`config.mk`:
```
export PLATFORM = sky130hd
export DESIGN_NAME = awb_golden_gain_calc
export DESIGN_NICKNAME = d
export VERILOG_FILES = /design/src/design/awb_pkg.sv /design/src/design/awb_golden_gain_calc.sv /design/src/design/awb_front.sv /design/src/design/awb_fifo.sv /design/src/design/awb_back.sv
export SDC_FILE = /design/constraint.sdc
export NUM_CORES = 1
export LEC_CHECK = 0
export BUFFER_PORTS_ARGS = -buffer_cell sky130_fd_sc_hd__buf_4
export CAP_MARGIN = 5
export CORE_MARGIN = 4
export CORE_UTILIZATION = 50
export CTS_CLUSTER_DIAMETER = 50
export DETAILED_ROUTE_END_ITERATION = 6
export PLACE_DENSITY = 0.77
export SETUP_SLACK_MARGIN = 0.05
export SYNTH_ARGS = -nofsm -noshare
export SYNTH_HDL_FRONTEND = slang
export SYNTH_SLANG_ARGS = --single-unit
```
`constraint.sdc`:
```
create_clock -name clk -period 6.35 [get_ports clk]
set_input_delay 0.635 -clock clk [delete_from_list [all_inputs] [get_ports clk]]
set_output_delay 0.635 -clock clk [all_outputs]
set_load 0.05 [all_outputs]
```
`src/design/awb_pkg.sv`:
```
`default_nettype none

package awb_pkg;

    localparam int FIELD_W = 16;
    localparam int BASE_W  = 10;
    localparam int DIV2_W  = BASE_W + 8;

    localparam logic [FIELD_W-1:0] TYPICAL_RESET = 16'd1024;
    localparam logic [BASE_W-1:0]  UNITY_SCALE   = 10'd1000;
    localparam logic [7:0]         GAIN_ONE      = 8'h80;
    localparam logic [7:0]         GAIN_MAX      = 8'hFF;

    localparam logic [0:0] REG_TARGET_RG = 1'd0;
    localparam logic [0:0] REG_TARGET_BG = 1'd1;

    localparam logic [1:0] STATUS_OK        = 2'd0;
    localparam logic [1:0] STATUS_ZERO      = 2'd1;
    localparam logic [1:0] STATUS_BASE_ZERO = 2'd2;

    typedef struct packed {
        logic [FIELD_W-1:0] measured_rg;
        logic [FIELD_W-1:0] measured_bg;
    } item_t;

    typedef struct packed {
        logic [1:0] status;
        logic [7:0] red_gain;
        logic [7:0] green_gain;
        logic [7:0] blue_gain;
        logic       red_write;
        logic       green_write;
        logic       blue_write;
    } result_t;

    // one queued job: masked operands plus the zero-operand classification
    typedef struct packed {
        logic               zero;
        logic [FIELD_W-1:0] measured_rg;
        logic [FIELD_W-1:0] measured_bg;
        logic [FIELD_W-1:0] target_rg;
        logic [FIELD_W-1:0] target_bg;
    } work_t;

endpackage

`default_nettype wire

```
`src/design/awb_golden_gain_calc.sv`:
```
// The back end works on one beat at a time: the bit-serial ratio divider
//   (RATIO_WIDTH+10 steps), the base pick and the 8-step gain divider, then
//   the result; a beat with a zero ratio or target goes straight to the result.
// A two-entry queue takes new beats while a calculation runs or a result waits.
// Reset (rst_n, async, active low) empties queue and result, targets go to 1024.
`default_nettype none

module awb_golden_gain_calc
    import awb_pkg::*;
#(
    parameter int RATIO_WIDTH = 16,
    parameter int QUEUE_DEPTH = 2
) (
    input  wire logic               clk,
    input  wire logic               rst_n,
    input  wire logic               cfg_we,
    input  wire logic [0:0]         cfg_index,
    input  wire logic [FIELD_W-1:0] cfg_data,
    input  wire logic               push,
    output logic                    full,
    input  wire item_t              item,
    output logic                    empty,
    input  wire logic               pop,
    output result_t                 result
);

    logic  q_push;
    logic  q_full;
    work_t q_wdata;
    logic  job_valid;
    logic  job_pop;
    work_t job;
    logic  out_valid;

    assign full  = q_full;
    assign empty = !out_valid;

    awb_front #(
        .RATIO_WIDTH(RATIO_WIDTH)
    ) u_front (
        .clk      (clk),
        .rst_n    (rst_n),
        .cfg_we   (cfg_we),
        .cfg_index(cfg_index),
        .cfg_data (cfg_data),
        .push     (push),
        .item     (item),
        .q_full   (q_full),
        .q_push   (q_push),
        .q_data   (q_wdata)
    );

    awb_fifo #(
        .DEPTH(QUEUE_DEPTH)
    ) u_fifo (
        .clk    (clk),
        .rst_n  (rst_n),
        .wr_en  (q_push),
        .wr_data(q_wdata),
        .full   (q_full),
        .rd_en  (job_pop),
        .valid  (job_valid),
        .rd_data(job)
    );

    awb_back #(
        .RATIO_WIDTH(RATIO_WIDTH)
    ) u_back (
        .clk      (clk),
        .rst_n    (rst_n),
        .job_valid(job_valid),
        .job      (job),
        .job_pop  (job_pop),
        .out_valid(out_valid),
        .result   (result),
        .pop      (pop)
    );

`ifndef NO_ASSERTIONS
    // failed checks leave every gain and write flag at zero
    a_fail_zero: assert property (@(posedge clk) disable iff (!rst_n)
        (!empty && result.status != STATUS_OK) |->
            (result.red_gain == '0 && result.green_gain == '0 && result.blue_gain == '0 &&
             !result.red_write && !result.green_write && !result.blue_write))
        else $error("nonzero gain on failed result");

    // write flag tracks gain above unity, saturated or not
    a_write_flags: assert property (@(posedge clk) disable iff (!rst_n)
        (!empty && result.status == STATUS_OK) |->
            (result.red_write == (result.red_gain > GAIN_ONE) &&
             result.green_write == (result.green_gain > GAIN_ONE) &&
             result.blue_write == (result.blue_gain > GAIN_ONE)))
        else $error("write flag disagrees with gain");

    // base never exceeds 1000, so green is at least unity
    a_green_floor: assert property (@(posedge clk) disable iff (!rst_n)
        (!empty && result.status == STATUS_OK) |-> (result.green_gain >= GAIN_ONE))
        else $error("green gain below unity");

    // the channel that set the base comes out at exactly unity
    a_unity_channel: assert property (@(posedge clk) disable iff (!rst_n)
        (!empty && result.status == STATUS_OK) |->
            (result.red_gain == GAIN_ONE || result.green_gain == GAIN_ONE ||
             result.blue_gain == GAIN_ONE))
        else $error("no channel at unity gain");
`endif

endmodule

`default_nettype wire

```
`src/design/awb_front.sv`:
```
`default_nettype none

module awb_front
    import awb_pkg::*;
#(
    parameter int RATIO_WIDTH = 16
) (
    input  wire logic               clk,
    input  wire logic               rst_n,
    input  wire logic               cfg_we,
    input  wire logic [0:0]         cfg_index,
    input  wire logic [FIELD_W-1:0] cfg_data,
    input  wire logic               push,
    input  wire item_t              item,
    input  wire logic               q_full,
    output logic                    q_push,
    output work_t                   q_data
);

    localparam logic [FIELD_W-1:0] RATIO_MASK =
        FIELD_W'((32'd1 << RATIO_WIDTH) - 32'd1);

    logic [FIELD_W-1:0] target_rg_reg;
    logic [FIELD_W-1:0] target_bg_reg;

    always_ff @(posedge clk or negedge rst_n)
    begin
        if (!rst_n)
        begin
            target_rg_reg <= TYPICAL_RESET;
            target_bg_reg <= TYPICAL_RESET;
        end
        else if (cfg_we)
        begin
            unique case (cfg_index)
                REG_TARGET_RG: target_rg_reg <= cfg_data;
                REG_TARGET_BG: target_bg_reg <= cfg_data;
                default: ;
            endcase
        end
    end

    always_comb
    begin
        q_push             = push && !q_full;
        q_data.measured_rg = item.measured_rg & RATIO_MASK;
        q_data.measured_bg = item.measured_bg & RATIO_MASK;
        q_data.target_rg   = target_rg_reg & RATIO_MASK;
        q_data.target_bg   = target_bg_reg & RATIO_MASK;
        q_data.zero        = (q_data.measured_rg == '0) || (q_data.measured_bg == '0) ||
                             (q_data.target_rg == '0) || (q_data.target_bg == '0);
    end

endmodule

`default_nettype wire

```
`src/design/awb_fifo.sv`:
```
`default_nettype none

module awb_fifo
    import awb_pkg::*;
#(
    parameter int DEPTH = 2
) (
    input  wire logic  clk,
    input  wire logic  rst_n,
    input  wire logic  wr_en,
    input  wire work_t wr_data,
    output logic       full,
    input  wire logic  rd_en,
    output logic       valid,
    output work_t      rd_data
);

    localparam int PTR_W = (DEPTH > 1) ? $clog2(DEPTH) : 1;
    localparam int CNT_W = $clog2(DEPTH + 1);
    localparam logic [PTR_W-1:0] LAST = PTR_W'(DEPTH - 1);
    localparam logic [CNT_W-1:0] FULL_COUNT = CNT_W'(DEPTH);

    work_t            mem_reg [DEPTH];
    logic [PTR_W-1:0] wr_ptr_reg;
    logic [PTR_W-1:0] rd_ptr_reg;
    logic [CNT_W-1:0] count_reg;

    logic do_wr;
    logic do_rd;

    assign full    = (count_reg == FULL_COUNT);
    assign valid   = (count_reg != '0);
    assign rd_data = mem_reg[rd_ptr_reg];
    assign do_wr   = wr_en && !full;
    assign do_rd   = rd_en && valid;

    always_ff @(posedge clk)
    begin
        if (do_wr)
        begin
            mem_reg[wr_ptr_reg] <= wr_data;
        end
    end

    always_ff @(posedge clk or negedge rst_n)
    begin
        if (!rst_n)
        begin
            wr_ptr_reg <= '0;
            rd_ptr_reg <= '0;
            count_reg  <= '0;
        end
        else
        begin
            if (do_wr)
            begin
                wr_ptr_reg <= (wr_ptr_reg == LAST) ? '0 : wr_ptr_reg + 1'b1;
            end
            if (do_rd)
            begin
                rd_ptr_reg <= (rd_ptr_reg == LAST) ? '0 : rd_ptr_reg + 1'b1;
            end
            if (do_wr && !do_rd)
            begin
                count_reg <= count_reg + 1'b1;
            end
            else if (do_rd && !do_wr)
            begin
                count_reg <= count_reg - 1'b1;
            end
        end
    end

endmodule

`default_nettype wire

```
`src/design/awb_back.sv`:
```
`default_nettype none

module awb_back
    import awb_pkg::*;
#(
    parameter int RATIO_WIDTH = 16
) (
    input  wire logic  clk,
    input  wire logic  rst_n,
    input  wire logic  job_valid,
    input  wire work_t job,
    output logic       job_pop,
    output logic       out_valid,
    output result_t    result,
    input  wire logic  pop
);

    localparam int RW    = RATIO_WIDTH;
    localparam int QW    = RATIO_WIDTH + BASE_W;
    localparam int CNT_W = $clog2(QW);
    localparam logic [CNT_W-1:0] DIV1_LAST = CNT_W'(QW - 1);
    localparam logic [CNT_W-1:0] DIV2_LAST = CNT_W'(7);

    typedef enum logic [5:0] {
        S_IDLE = 6'b000001,
        S_DIV1 = 6'b000010,
        S_BASE = 6'b000100,
        S_PREP = 6'b001000,
        S_DIV2 = 6'b010000,
        S_DONE = 6'b100000
    } state_t;

    state_t state_reg, state_next;
    logic [CNT_W-1:0] cnt_reg, cnt_next;
    logic [1:0]       status_reg, status_next;

    // stage 1: target*1000 / measured, one quotient bit per cycle per ratio
    logic [RW-1:0] mr_reg, mr_next, mb_reg, mb_next;
    logic [RW-1:0] rem_r_reg, rem_r_next, rem_b_reg, rem_b_next;
    logic [QW-1:0] nq_r_reg, nq_r_next, nq_b_reg, nq_b_next;

    logic [BASE_W-1:0] base_reg, base_next;

    // stage 2: 128*v / base for red, green, blue lanes, 8 quotient bits
    logic [DIV2_W-1:0] dsh_reg, dsh_next;
    logic [DIV2_W-1:0] rem2_reg [3];
    logic [DIV2_W-1:0] rem2_next [3];
    logic [7:0]        q_reg [3];
    logic [7:0]        q_next [3];
    logic              sat_reg [3];
    logic              sat_next [3];

    logic              out_valid_reg, out_valid_next;
    result_t           result_reg, result_next;

    logic [QW-1:0] lane_v [3];
    logic [7:0]    lane_gain [3];
    logic          lane_write [3];
    logic [QW-1:0] two_base;
    logic [QW-1:0] rr_min;
    logic          below_unity;

    function automatic logic [RW+QW-1:0] div_step(input logic [RW-1:0] rem,
                                                  input logic [QW-1:0] nq,
                                                  input logic [RW-1:0] d);
        logic [RW:0] trial;
        logic        ge;
        logic [RW-1:0] rem_o;
        trial = {rem, nq[QW-1]};
        ge    = (trial >= {1'b0, d});
        rem_o = ge ? RW'(trial - {1'b0, d}) : trial[RW-1:0];
        return {rem_o, nq[QW-2:0], ge};
    endfunction

    assign job_pop   = (state_reg == S_IDLE) && job_valid;
    assign out_valid = out_valid_reg;
    assign result    = result_reg;

    always_comb
    begin
        lane_v[0] = nq_r_reg;
        lane_v[1] = QW'(UNITY_SCALE);
        lane_v[2] = nq_b_reg;
        two_base  = QW'({base_reg, 1'b0});
        rr_min    = (nq_r_reg < nq_b_reg) ? nq_r_reg : nq_b_reg;
        below_unity = (nq_r_reg < QW'(UNITY_SCALE)) || (nq_b_reg < QW'(UNITY_SCALE));
        for (int i = 0; i < 3; i++)
        begin
            lane_gain[i]  = sat_reg[i] ? GAIN_MAX : q_reg[i];
            lane_write[i] = sat_reg[i] || (q_reg[i] > GAIN_ONE);
        end
    end

    always_comb
    begin
        state_next     = state_reg;
        cnt_next       = cnt_reg;
        status_next    = status_reg;
        mr_next        = mr_reg;
        mb_next        = mb_reg;
        rem_r_next     = rem_r_reg;
        rem_b_next     = rem_b_reg;
        nq_r_next      = nq_r_reg;
        nq_b_next      = nq_b_reg;
        base_next      = base_reg;
        dsh_next       = dsh_reg;
        rem2_next      = rem2_reg;
        q_next         = q_reg;
        sat_next       = sat_reg;
        out_valid_next = out_valid_reg && !pop;
        result_next    = result_reg;

        unique case (state_reg)
            S_IDLE:
            begin
                if (job_valid)
                begin
                    if (job.zero)
                    begin
                        status_next = STATUS_ZERO;
                        state_next  = S_DONE;
                    end
                    else
                    begin
                        status_next = STATUS_OK;
                        mr_next     = job.measured_rg[RW-1:0];
                        mb_next     = job.measured_bg[RW-1:0];
                        rem_r_next  = '0;
                        rem_b_next  = '0;
                        nq_r_next   = QW'(job.target_rg[RW-1:0]) * QW'(UNITY_SCALE);
                        nq_b_next   = QW'(job.target_bg[RW-1:0]) * QW'(UNITY_SCALE);
                        cnt_next    = DIV1_LAST;
                        state_next  = S_DIV1;
                    end
                end
            end
            S_DIV1:
            begin
                {rem_r_next, nq_r_next} = div_step(rem_r_reg, nq_r_reg, mr_reg);
                {rem_b_next, nq_b_next} = div_step(rem_b_reg, nq_b_reg, mb_reg);
                cnt_next = cnt_reg - 1'b1;
                if (cnt_reg == '0)
                begin
                    state_next = S_BASE;
                end
            end
            S_BASE:
            begin
                // min is below 1000 whenever it is chosen, so it fits the base width
                base_next  = below_unity ? rr_min[BASE_W-1:0] : UNITY_SCALE;
                state_next = S_PREP;
            end
            S_PREP:
            begin
                if (base_reg == '0)
                begin
                    status_next = STATUS_BASE_ZERO;
                    state_next  = S_DONE;
                end
                else
                begin
                    // v >= 2*base saturates; otherwise v < 2000 and 128*v fits
                    for (int i = 0; i < 3; i++)
                    begin
                        sat_next[i]  = (lane_v[i] >= two_base);
                        rem2_next[i] = sat_next[i] ? '0 : {lane_v[i][BASE_W:0], 7'b0};
                        q_next[i]    = '0;
                    end
                    dsh_next   = {1'b0, base_reg, 7'b0};
                    cnt_next   = DIV2_LAST;
                    state_next = S_DIV2;
                end
            end
            S_DIV2:
            begin
                for (int i = 0; i < 3; i++)
                begin
                    if (rem2_reg[i] >= dsh_reg)
                    begin
                        rem2_next[i] = rem2_reg[i] - dsh_reg;
                        q_next[i]    = {q_reg[i][6:0], 1'b1};
                    end
                    else
                    begin
                        q_next[i] = {q_reg[i][6:0], 1'b0};
                    end
                end
                dsh_next = dsh_reg >> 1;
                cnt_next = cnt_reg - 1'b1;
                if (cnt_reg == '0)
                begin
                    state_next = S_DONE;
                end
            end
            S_DONE:
            begin
                if (!out_valid_reg || pop)
                begin
                    out_valid_next     = 1'b1;
                    result_next.status = status_reg;
                    if (status_reg == STATUS_OK)
                    begin
                        result_next.red_gain    = lane_gain[0];
                        result_next.green_gain  = lane_gain[1];
                        result_next.blue_gain   = lane_gain[2];
                        result_next.red_write   = lane_write[0];
                        result_next.green_write = lane_write[1];
                        result_next.blue_write  = lane_write[2];
                    end
                    else
                    begin
                        result_next.red_gain    = '0;
                        result_next.green_gain  = '0;
                        result_next.blue_gain   = '0;
                        result_next.red_write   = 1'b0;
                        result_next.green_write = 1'b0;
                        result_next.blue_write  = 1'b0;
                    end
                    state_next = S_IDLE;
                end
            end
            default:
            begin
                state_next = S_IDLE;
            end
        endcase
    end

    always_ff @(posedge clk or negedge rst_n)
    begin
        if (!rst_n)
        begin
            state_reg     <= S_IDLE;
            out_valid_reg <= 1'b0;
        end
        else
        begin
            state_reg     <= state_next;
            out_valid_reg <= out_valid_next;
        end
    end

    always_ff @(posedge clk)
    begin
        cnt_reg    <= cnt_next;
        status_reg <= status_next;
        mr_reg     <= mr_next;
        mb_reg     <= mb_next;
        rem_r_reg  <= rem_r_next;
        rem_b_reg  <= rem_b_next;
        nq_r_reg   <= nq_r_next;
        nq_b_reg   <= nq_b_next;
        base_reg   <= base_next;
        dsh_reg    <= dsh_next;
        rem2_reg   <= rem2_next;
        q_reg      <= q_next;
        sat_reg    <= sat_next;
        result_reg <= result_next;
    end

endmodule

`default_nettype wire
```
# [Word level (Yosys, flattened, before mapping)]
# Memory sizes are Yosys's and may differ from the RTL's.
# Cells that the tools add are included.
[totals] ff_bits=304 latchBits=0 mem_bits_rw=130 romBits=0 in_bits=54 out_inout_bits=31 memories=1
[memory_table] memory="u_fifo.mem_reg" words=2 width=65 rd=1 rd_ports_with_merged_regs=0 write_ports=1 line="awb_fifo.sv:23" rtl="work_t mem_reg [DEPTH];"
[op_classes] addsub=10 mul=2 div=0 order_cmp=14 eq_ne=17 shifts=0 mux=54 bitwise=3 reduce_logical=47
[ops] cell="$mux W18" count=6
[ops] cell="$pmux W54 S2" count=1
[ops] cell="$mux W26" count=4
[ops] cell="$pmux W26 S2" count=2
[ops] cell="$logic_not A16 Y1" count=4
[ops] cell="$mux W16" count=4
[ops] cell="$pmux W16 S2" count=2
[ops] cell="$ge A18 B18 Y1" count=3
[ops] cell="$mux W54" count=1
[ops] cell="$sub A18 B18 Y18" count=3
[ops] cell="$ge A26 B11 Y1" count=2
[ops] cell="$lt A26 B10 Y1 const B" count=2
[ops] cell="$pmux W24 S2" count=1
[ops] cell="$mul A16 B7 Y23 const B" count=2
[ops] cell="$mux W6" count=6
[ops] cell="$pmux W18 S2" count=1
[ops] cell="$pmux W6 S6" count=1
[ops] cell="$ge A17 B16 Y1" count=2
[ops] cell="$sub A16 B16 Y16" count=2
[ops] cell="$lt A26 B26 Y1" count=1
[ops] cell="$gt A8 B8 Y1 const B" count=3
[ops] cell="$mux W24" count=1
[ops] cell="$mux W8" count=3
[ops] cell="$reduce_and A3 Y1" count=6
[ops] cell="33 further kinds" count=84

# [Depth between registers and ports, before layout]
[depth] word_depth=8 ltp_mapped=22

# [Cells and area by module]
# A second synthesis with hierarchy kept.
[hier_totals] hier_cells=2359 hier_area_um2=27665.3
[modules_own_cells] module="awb_back" instances=1 cells_each=2014 area_each_um2=20975.1
[modules_own_cells] module="awb_fifo" instances=1 cells_each=221 area_each_um2=5049.8
[modules_own_cells] module="awb_front" instances=1 cells_each=123 area_each_um2=1636.6
[modules_own_cells] module="awb_golden_gain_calc" instances=1 cells_each=1 area_each_um2=3.8

# [Worst setup path after synthesis]
# OpenSTA, ideal clock, no wires.
[synth_timing] path_kind="reg2reg" startpoint="register u_fifo.rd_ptr_reg" endpoint="register u_back.nq_r_reg[24], data pin" setup_time_ps=266 t_arrival_ps=5685 slack_ps=399 path_stages_with_launch=20 path_buffers=2 synth_period_minus_slack_ps=5951 cell_sequence="dfrtp_1 buf_1 clkbuf_1 mux2i_1 inv_1 ha_1 inv_1 fa_1 fa_1 fa_1 inv_1 ha_1 a21oi_1 o21ai_0 a2111oi_2 nor2_1 and4_1 a311oi_1 xor2_1 o21ai_0"
[synth_via] elab_chain_len=5
[synth_lines] element="from (decl)" line="awb_fifo.sv:25" rtl="logic [PTR_W-1:0] rd_ptr_reg;"
[synth_lines] element="from (signal assigned)" line="awb_fifo.sv:61" rtl="rd_ptr_reg <= (rd_ptr_reg == LAST) ? '0 : rd_ptr_reg + 1'b1;"
[synth_lines] element="$mem_v2 Z2 W65"
[synth_lines] element="$mul A16 B7 Y23" line="awb_back.sv:130" rtl="nq_r_next = QW'(job.target_rg[RW-1:0]) * QW'(UNITY_SCALE);"
[synth_lines] element="$mux W26" line="awb_back.sv:118" rtl="if (job.zero)"
[synth_lines] element="$mux W26" line="awb_back.sv:116" rtl="if (job_valid)"
[synth_lines] element="$pmux W26 S2" line="awb_back.sv:113" rtl="unique case (state_reg)"
[synth_lines] element="net u_back.nq_r_next[24]" line="awb_back.sv:40" rtl="logic [QW-1:0] nq_r_reg, nq_r_next, nq_b_reg, nq_b_next;"
[synth_lines] element="to (signal assigned)" line="awb_back.sv:251" rtl="nq_r_reg <= nq_r_next;"
[synth_lines] element="to (decl)" line="awb_back.sv:40"
# The timed path passes the listed nets, and every way through them passes these cells. The select of a mux whose other input is x is not followed.
# A chain may end at the register's enable or synchronous reset.

# [Final worst setup path]
[layout_timing] startpoint="register u_fifo.rd_ptr_reg" endpoint="register u_back.nq_b_reg[23], data pin"
[layout_via] elab_chain_len=5
[layout_lines] element="$mem_v2 Z2 W65"
[layout_lines] element="$mul A16 B7 Y23" line="awb_back.sv:131" rtl="nq_b_next = QW'(job.target_bg[RW-1:0]) * QW'(UNITY_SCALE);"
[layout_lines] element="$mux W26" line="awb_back.sv:118"
[layout_lines] element="$mux W26" line="awb_back.sv:116"
[layout_lines] element="$pmux W26 S2" line="awb_back.sv:113"
[layout_lines] element="net u_back.nq_b_next[23]" line="awb_back.sv:40"
[layout_lines] element="to (signal assigned)" line="awb_back.sv:252" rtl="nq_b_reg <= nq_b_next;"
[layout_lines] element="to (decl)" line="awb_back.sv:40"
# The timed path passes the listed nets, and every way through them passes these cells. The select of a mux whose other input is x is not followed.

==> impl_metrics.py <==
metrics = {
    "synthesis": {
        "synth_area_um2": 27100,
        "ys.flop_type": "edfxtp_1",
        "synth.top_cell.area_share": 0.432,
        "synth_seq_cells": 433,
        "synth.area.top_cells": "edfxtp_1 43%, ha_1 11%, fa_1 8.3%, inv_1 3.9%, dfrtp_1 3.7%",
        "ys_async_sr_fraction": 0.0993,
        "synthesis.nets": 2759,
        "yosysWarnings": 0,
        "netlist_top_cells_count": "390 x edfxtp_1, 279 x inv_1, 237 x ha_1",
        "synthCells": 2355,
        "synth_most_common_cell": "edfxtp_1",
        "synth.distinct_cells": 66,
        "postSynthAreaPerCell_um2": 11.5,
        "seq_area_frac_synth": 0.472,
        "synth.largest_area_cell": "edfxtp_1",
        "synth-edff-count": 390,
    },
    "global_route": {
        "grt_pass1_wl_um": 93400,
        "antenna_found_initial": 0,
        "track_usage": 0.197,
        "grt_remaining_overflow": 0,
        "grt_pass1_vias": 18483,
        "grt_max_degree": 86,
    },
    "cts": {
        "cts_buffers": 47,
        "clk_latency_ns": 0.59,
        "post_cts_buffers": 0,
        "clock_sinks": 433,
        "cts_root_buf": "clkbuf_16",
        "cts_tree": "built",
        "clockBufferDepth": 3,
        "post_cts_resized": 0,
        "hold_buffers": 0,
        "clkTransAtPathRegs_ns": 0.07,
        "htree_levels": 2,
    },
    "sta": {
        "slew_violations": 0,
        "relSlewSlack": 0.148,
        "skew_ns": 0.0164,
        "finalSetupViolCount": 0,
        "fin_crit_ns": 5.85,
        "hold_viol": 0,
        "rsz0062_at_grt": "false",
        "period_share": 0.921,
        "fmax_ghz": 0.171,
        "finalSetupTns_ns": 0,
        "worst-slew-pin-transition_ns": 1.28,
    },
    "setup_path": {
        "cpMostUsedCell": "fa_1",
        "worst_ep_arrival_time_ns": 6.13,
        "cp-end-kind": "flip-flop",
        "critical_path_peak_fanout": 22,
        "startpoint_type": "flip-flop",
        "cp_slowest_cell": "dfrtp_4",
        "cp.required_ns": 6.64,
        "critPathBufInv": 2,
        "cpLargestDelayFamily": "adder cells",
        "path_class": "reg -> reg",
        "slowest_delay_ns": 0.65,
        "crit_chain": "buf_4, mux2i_1, fa_1, fa_1, fa_1, fa_1, inv_1, ha_1, a21o_1, a21oi_1, nor4b_1, o31a_1, a211oi_1, a31oi_1, xor2_1, a21oi_1",
    },
    "job": {
        "maxCapViolations": 0,
    },
    "final_layout": {
        "stdcell_area_um2": 30200,
        "antenna_cells": 0,
        "n_fill_cell": 4355,
        "nets": 2867,
        "drive_gt1_frac": 0.117,
        "syn2layout_area_growth_pct": 11.3,
        "largest_reg_flops": 130,
        "fin_util": 0.562,
    },
    "floorplan": {
        "start_util": 0.505,
        "die-area_um2": 58000,
        "fp.dieW_um": 241,
        "io_pins": 85,
        "core-area_um2": 53700,
        "fp-row-count": 85,
        "die_h_um": 241,
    },
    "detailed_routing": {
        "wl_met3_um": 2730,
        "vias": 18180,
        "drt_wl_total_um": 57400,
        "wl_per_cell_um": 17.9,
        "maxUsedRoutingLayer": "met4",
        "firstDrtPassIters": 6,
        "drc": 0,
        "vias_per_cell": 5.68,
        "wirelength_met1_um": 25400,
        "drtIter0Drc": 1431,
        "wl_met2_um": 27500,
        "ant_nets": 0,
    },
    "placement": {
        "post-dp-hpwl_um": 42300,
        "place_area_um2": 28600,
        "gp_congestion": 0.887,
        "io_buffer_count": 84,
    },
    "run_status": {
        "outcome": "finished, final reports clean",
    },
    "min_path": {
        "hp-class": "in -> async",
    },
}
## cell usage in the layout (no fill, tap or decap), types with 7 or more instances in the layout
master	synthesis	routed
o21bai_1	7	7
o31a_1	8	8
edfxtp_1	390	390
a211oi_1	15	15
o22ai_1	17	17
xnor2_1	61	61
inv_1	279	279
ha_1	237	237
o21ai_0	122	122
nand4_1	30	30
nor3_1	30	29
nor2b_1	29	28
fa_1	113	113
clkinv_2	0	8
a21oi_1	135	135
or2_2	8	8
nand2b_1	19	19
a31oi_1	18	18
clkbuf_16	0	47
nor2_1	158	157
xor2_1	47	47
o31ai_1	8	8
o211ai_1	13	13
mux2_2	68	68
nor4_1	35	35
clkbuf_1	48	9
o21a_1	42	42
dfrtp_1	40	39
mux2i_1	59	59
and2_1	26	26
nand2_1	131	129
a21o_1	46	46
buf_4	0	118
nand3_1	32	31
## metal layers
layer  vias up  GRT usage
met2       483      0.330
met1      8895      0.268
met5         -          0
met4         0     0.0647
met3       133     0.0299
li1       8669          -
## worst paths after layout
| check | start | end | slack, ns | cells past startpoint |
|---|---|---|---|---|
| setup reg to reg | u_fifo.rd_ptr_reg | u_back.nq_b_reg[23] | 0.50 | 16 |
| hold reg to reg | u_back.status_reg[1] | u_back.result[28] | 0.46 | 0 |
| min in group clk | item[31] | u_fifo.mem_reg[0][63] | 0.25 | 1 |
| setup / recovery | u_fifo.rd_ptr_reg | u_back.nq_b_reg[23] | 0.50 | 16 |
| max in group asynchronous | rst_n | u_fifo.rd_ptr_reg | 5.82 | 1 |
| hold / removal | rst_n | u_front.target_rg_reg[4] | 0.06 | 1 |
## through the flow
| stage | instances | hold slack (ns) | setup WS, ns |
|---|---|---|---|
| floorplan | 2355 | 0.339 | 0.399 |
| global placement | 3110 | 0.445 | 0.622 |
| detailed placement | 3110 | 0.444 | 0.484 |
| CTS | 3198 | 0.0540 | 0.495 |
| global route | 3198 | 0.0813 | 0.0649 |
| finish | 3198 | 0.0614 | 0.502 |
## cell families after synthesis
kind of cell    Yosys count  share of synthesized area
simple gates            523                     0.0922
compound gates          476                      0.110
flops                   433                      0.472
fa+ha+maj               350                      0.193
buf+inv                 338                     0.0477
mux                     127                     0.0501
xor+xnor                108                     0.0349
## worst reg2reg max path: stages (launching register included)
cell	delay [ns]
dfrtp_4	0.65
buf_4	0.33
mux2i_1	0.52
fa_1	0.54
fa_1	0.54
fa_1	0.44
fa_1	0.51
inv_1	0.04
ha_1	0.35
a21o_1	0.20
a21oi_1	0.20
nor4b_1	0.44
o31a_1	0.24
a211oi_1	0.11
a31oi_1	0.21
xor2_1	0.16
a21oi_1	0.08
## final cells by class
| cell class | instances | area (µm²) | share of cell area |
|---|---|---|---|
| clock buffer | 58 | 1240 | 0.0410 |
| clock inverter | 30 | 280 | 0.00929 |
| inverter | 279 | 1050 | 0.0347 |
| multi-input combinational | 1584 | 13100 | 0.433 |
| sequential | 433 | 12800 | 0.424 |
| tap | 696 | 871 | 0.0289 |
| timing repair buffer | 118 | 886 | 0.0294 |
Power is left out: the tool's default activity adds up to more than one toggle a clock period on the data nets, which glitch-free logic cannot reach.
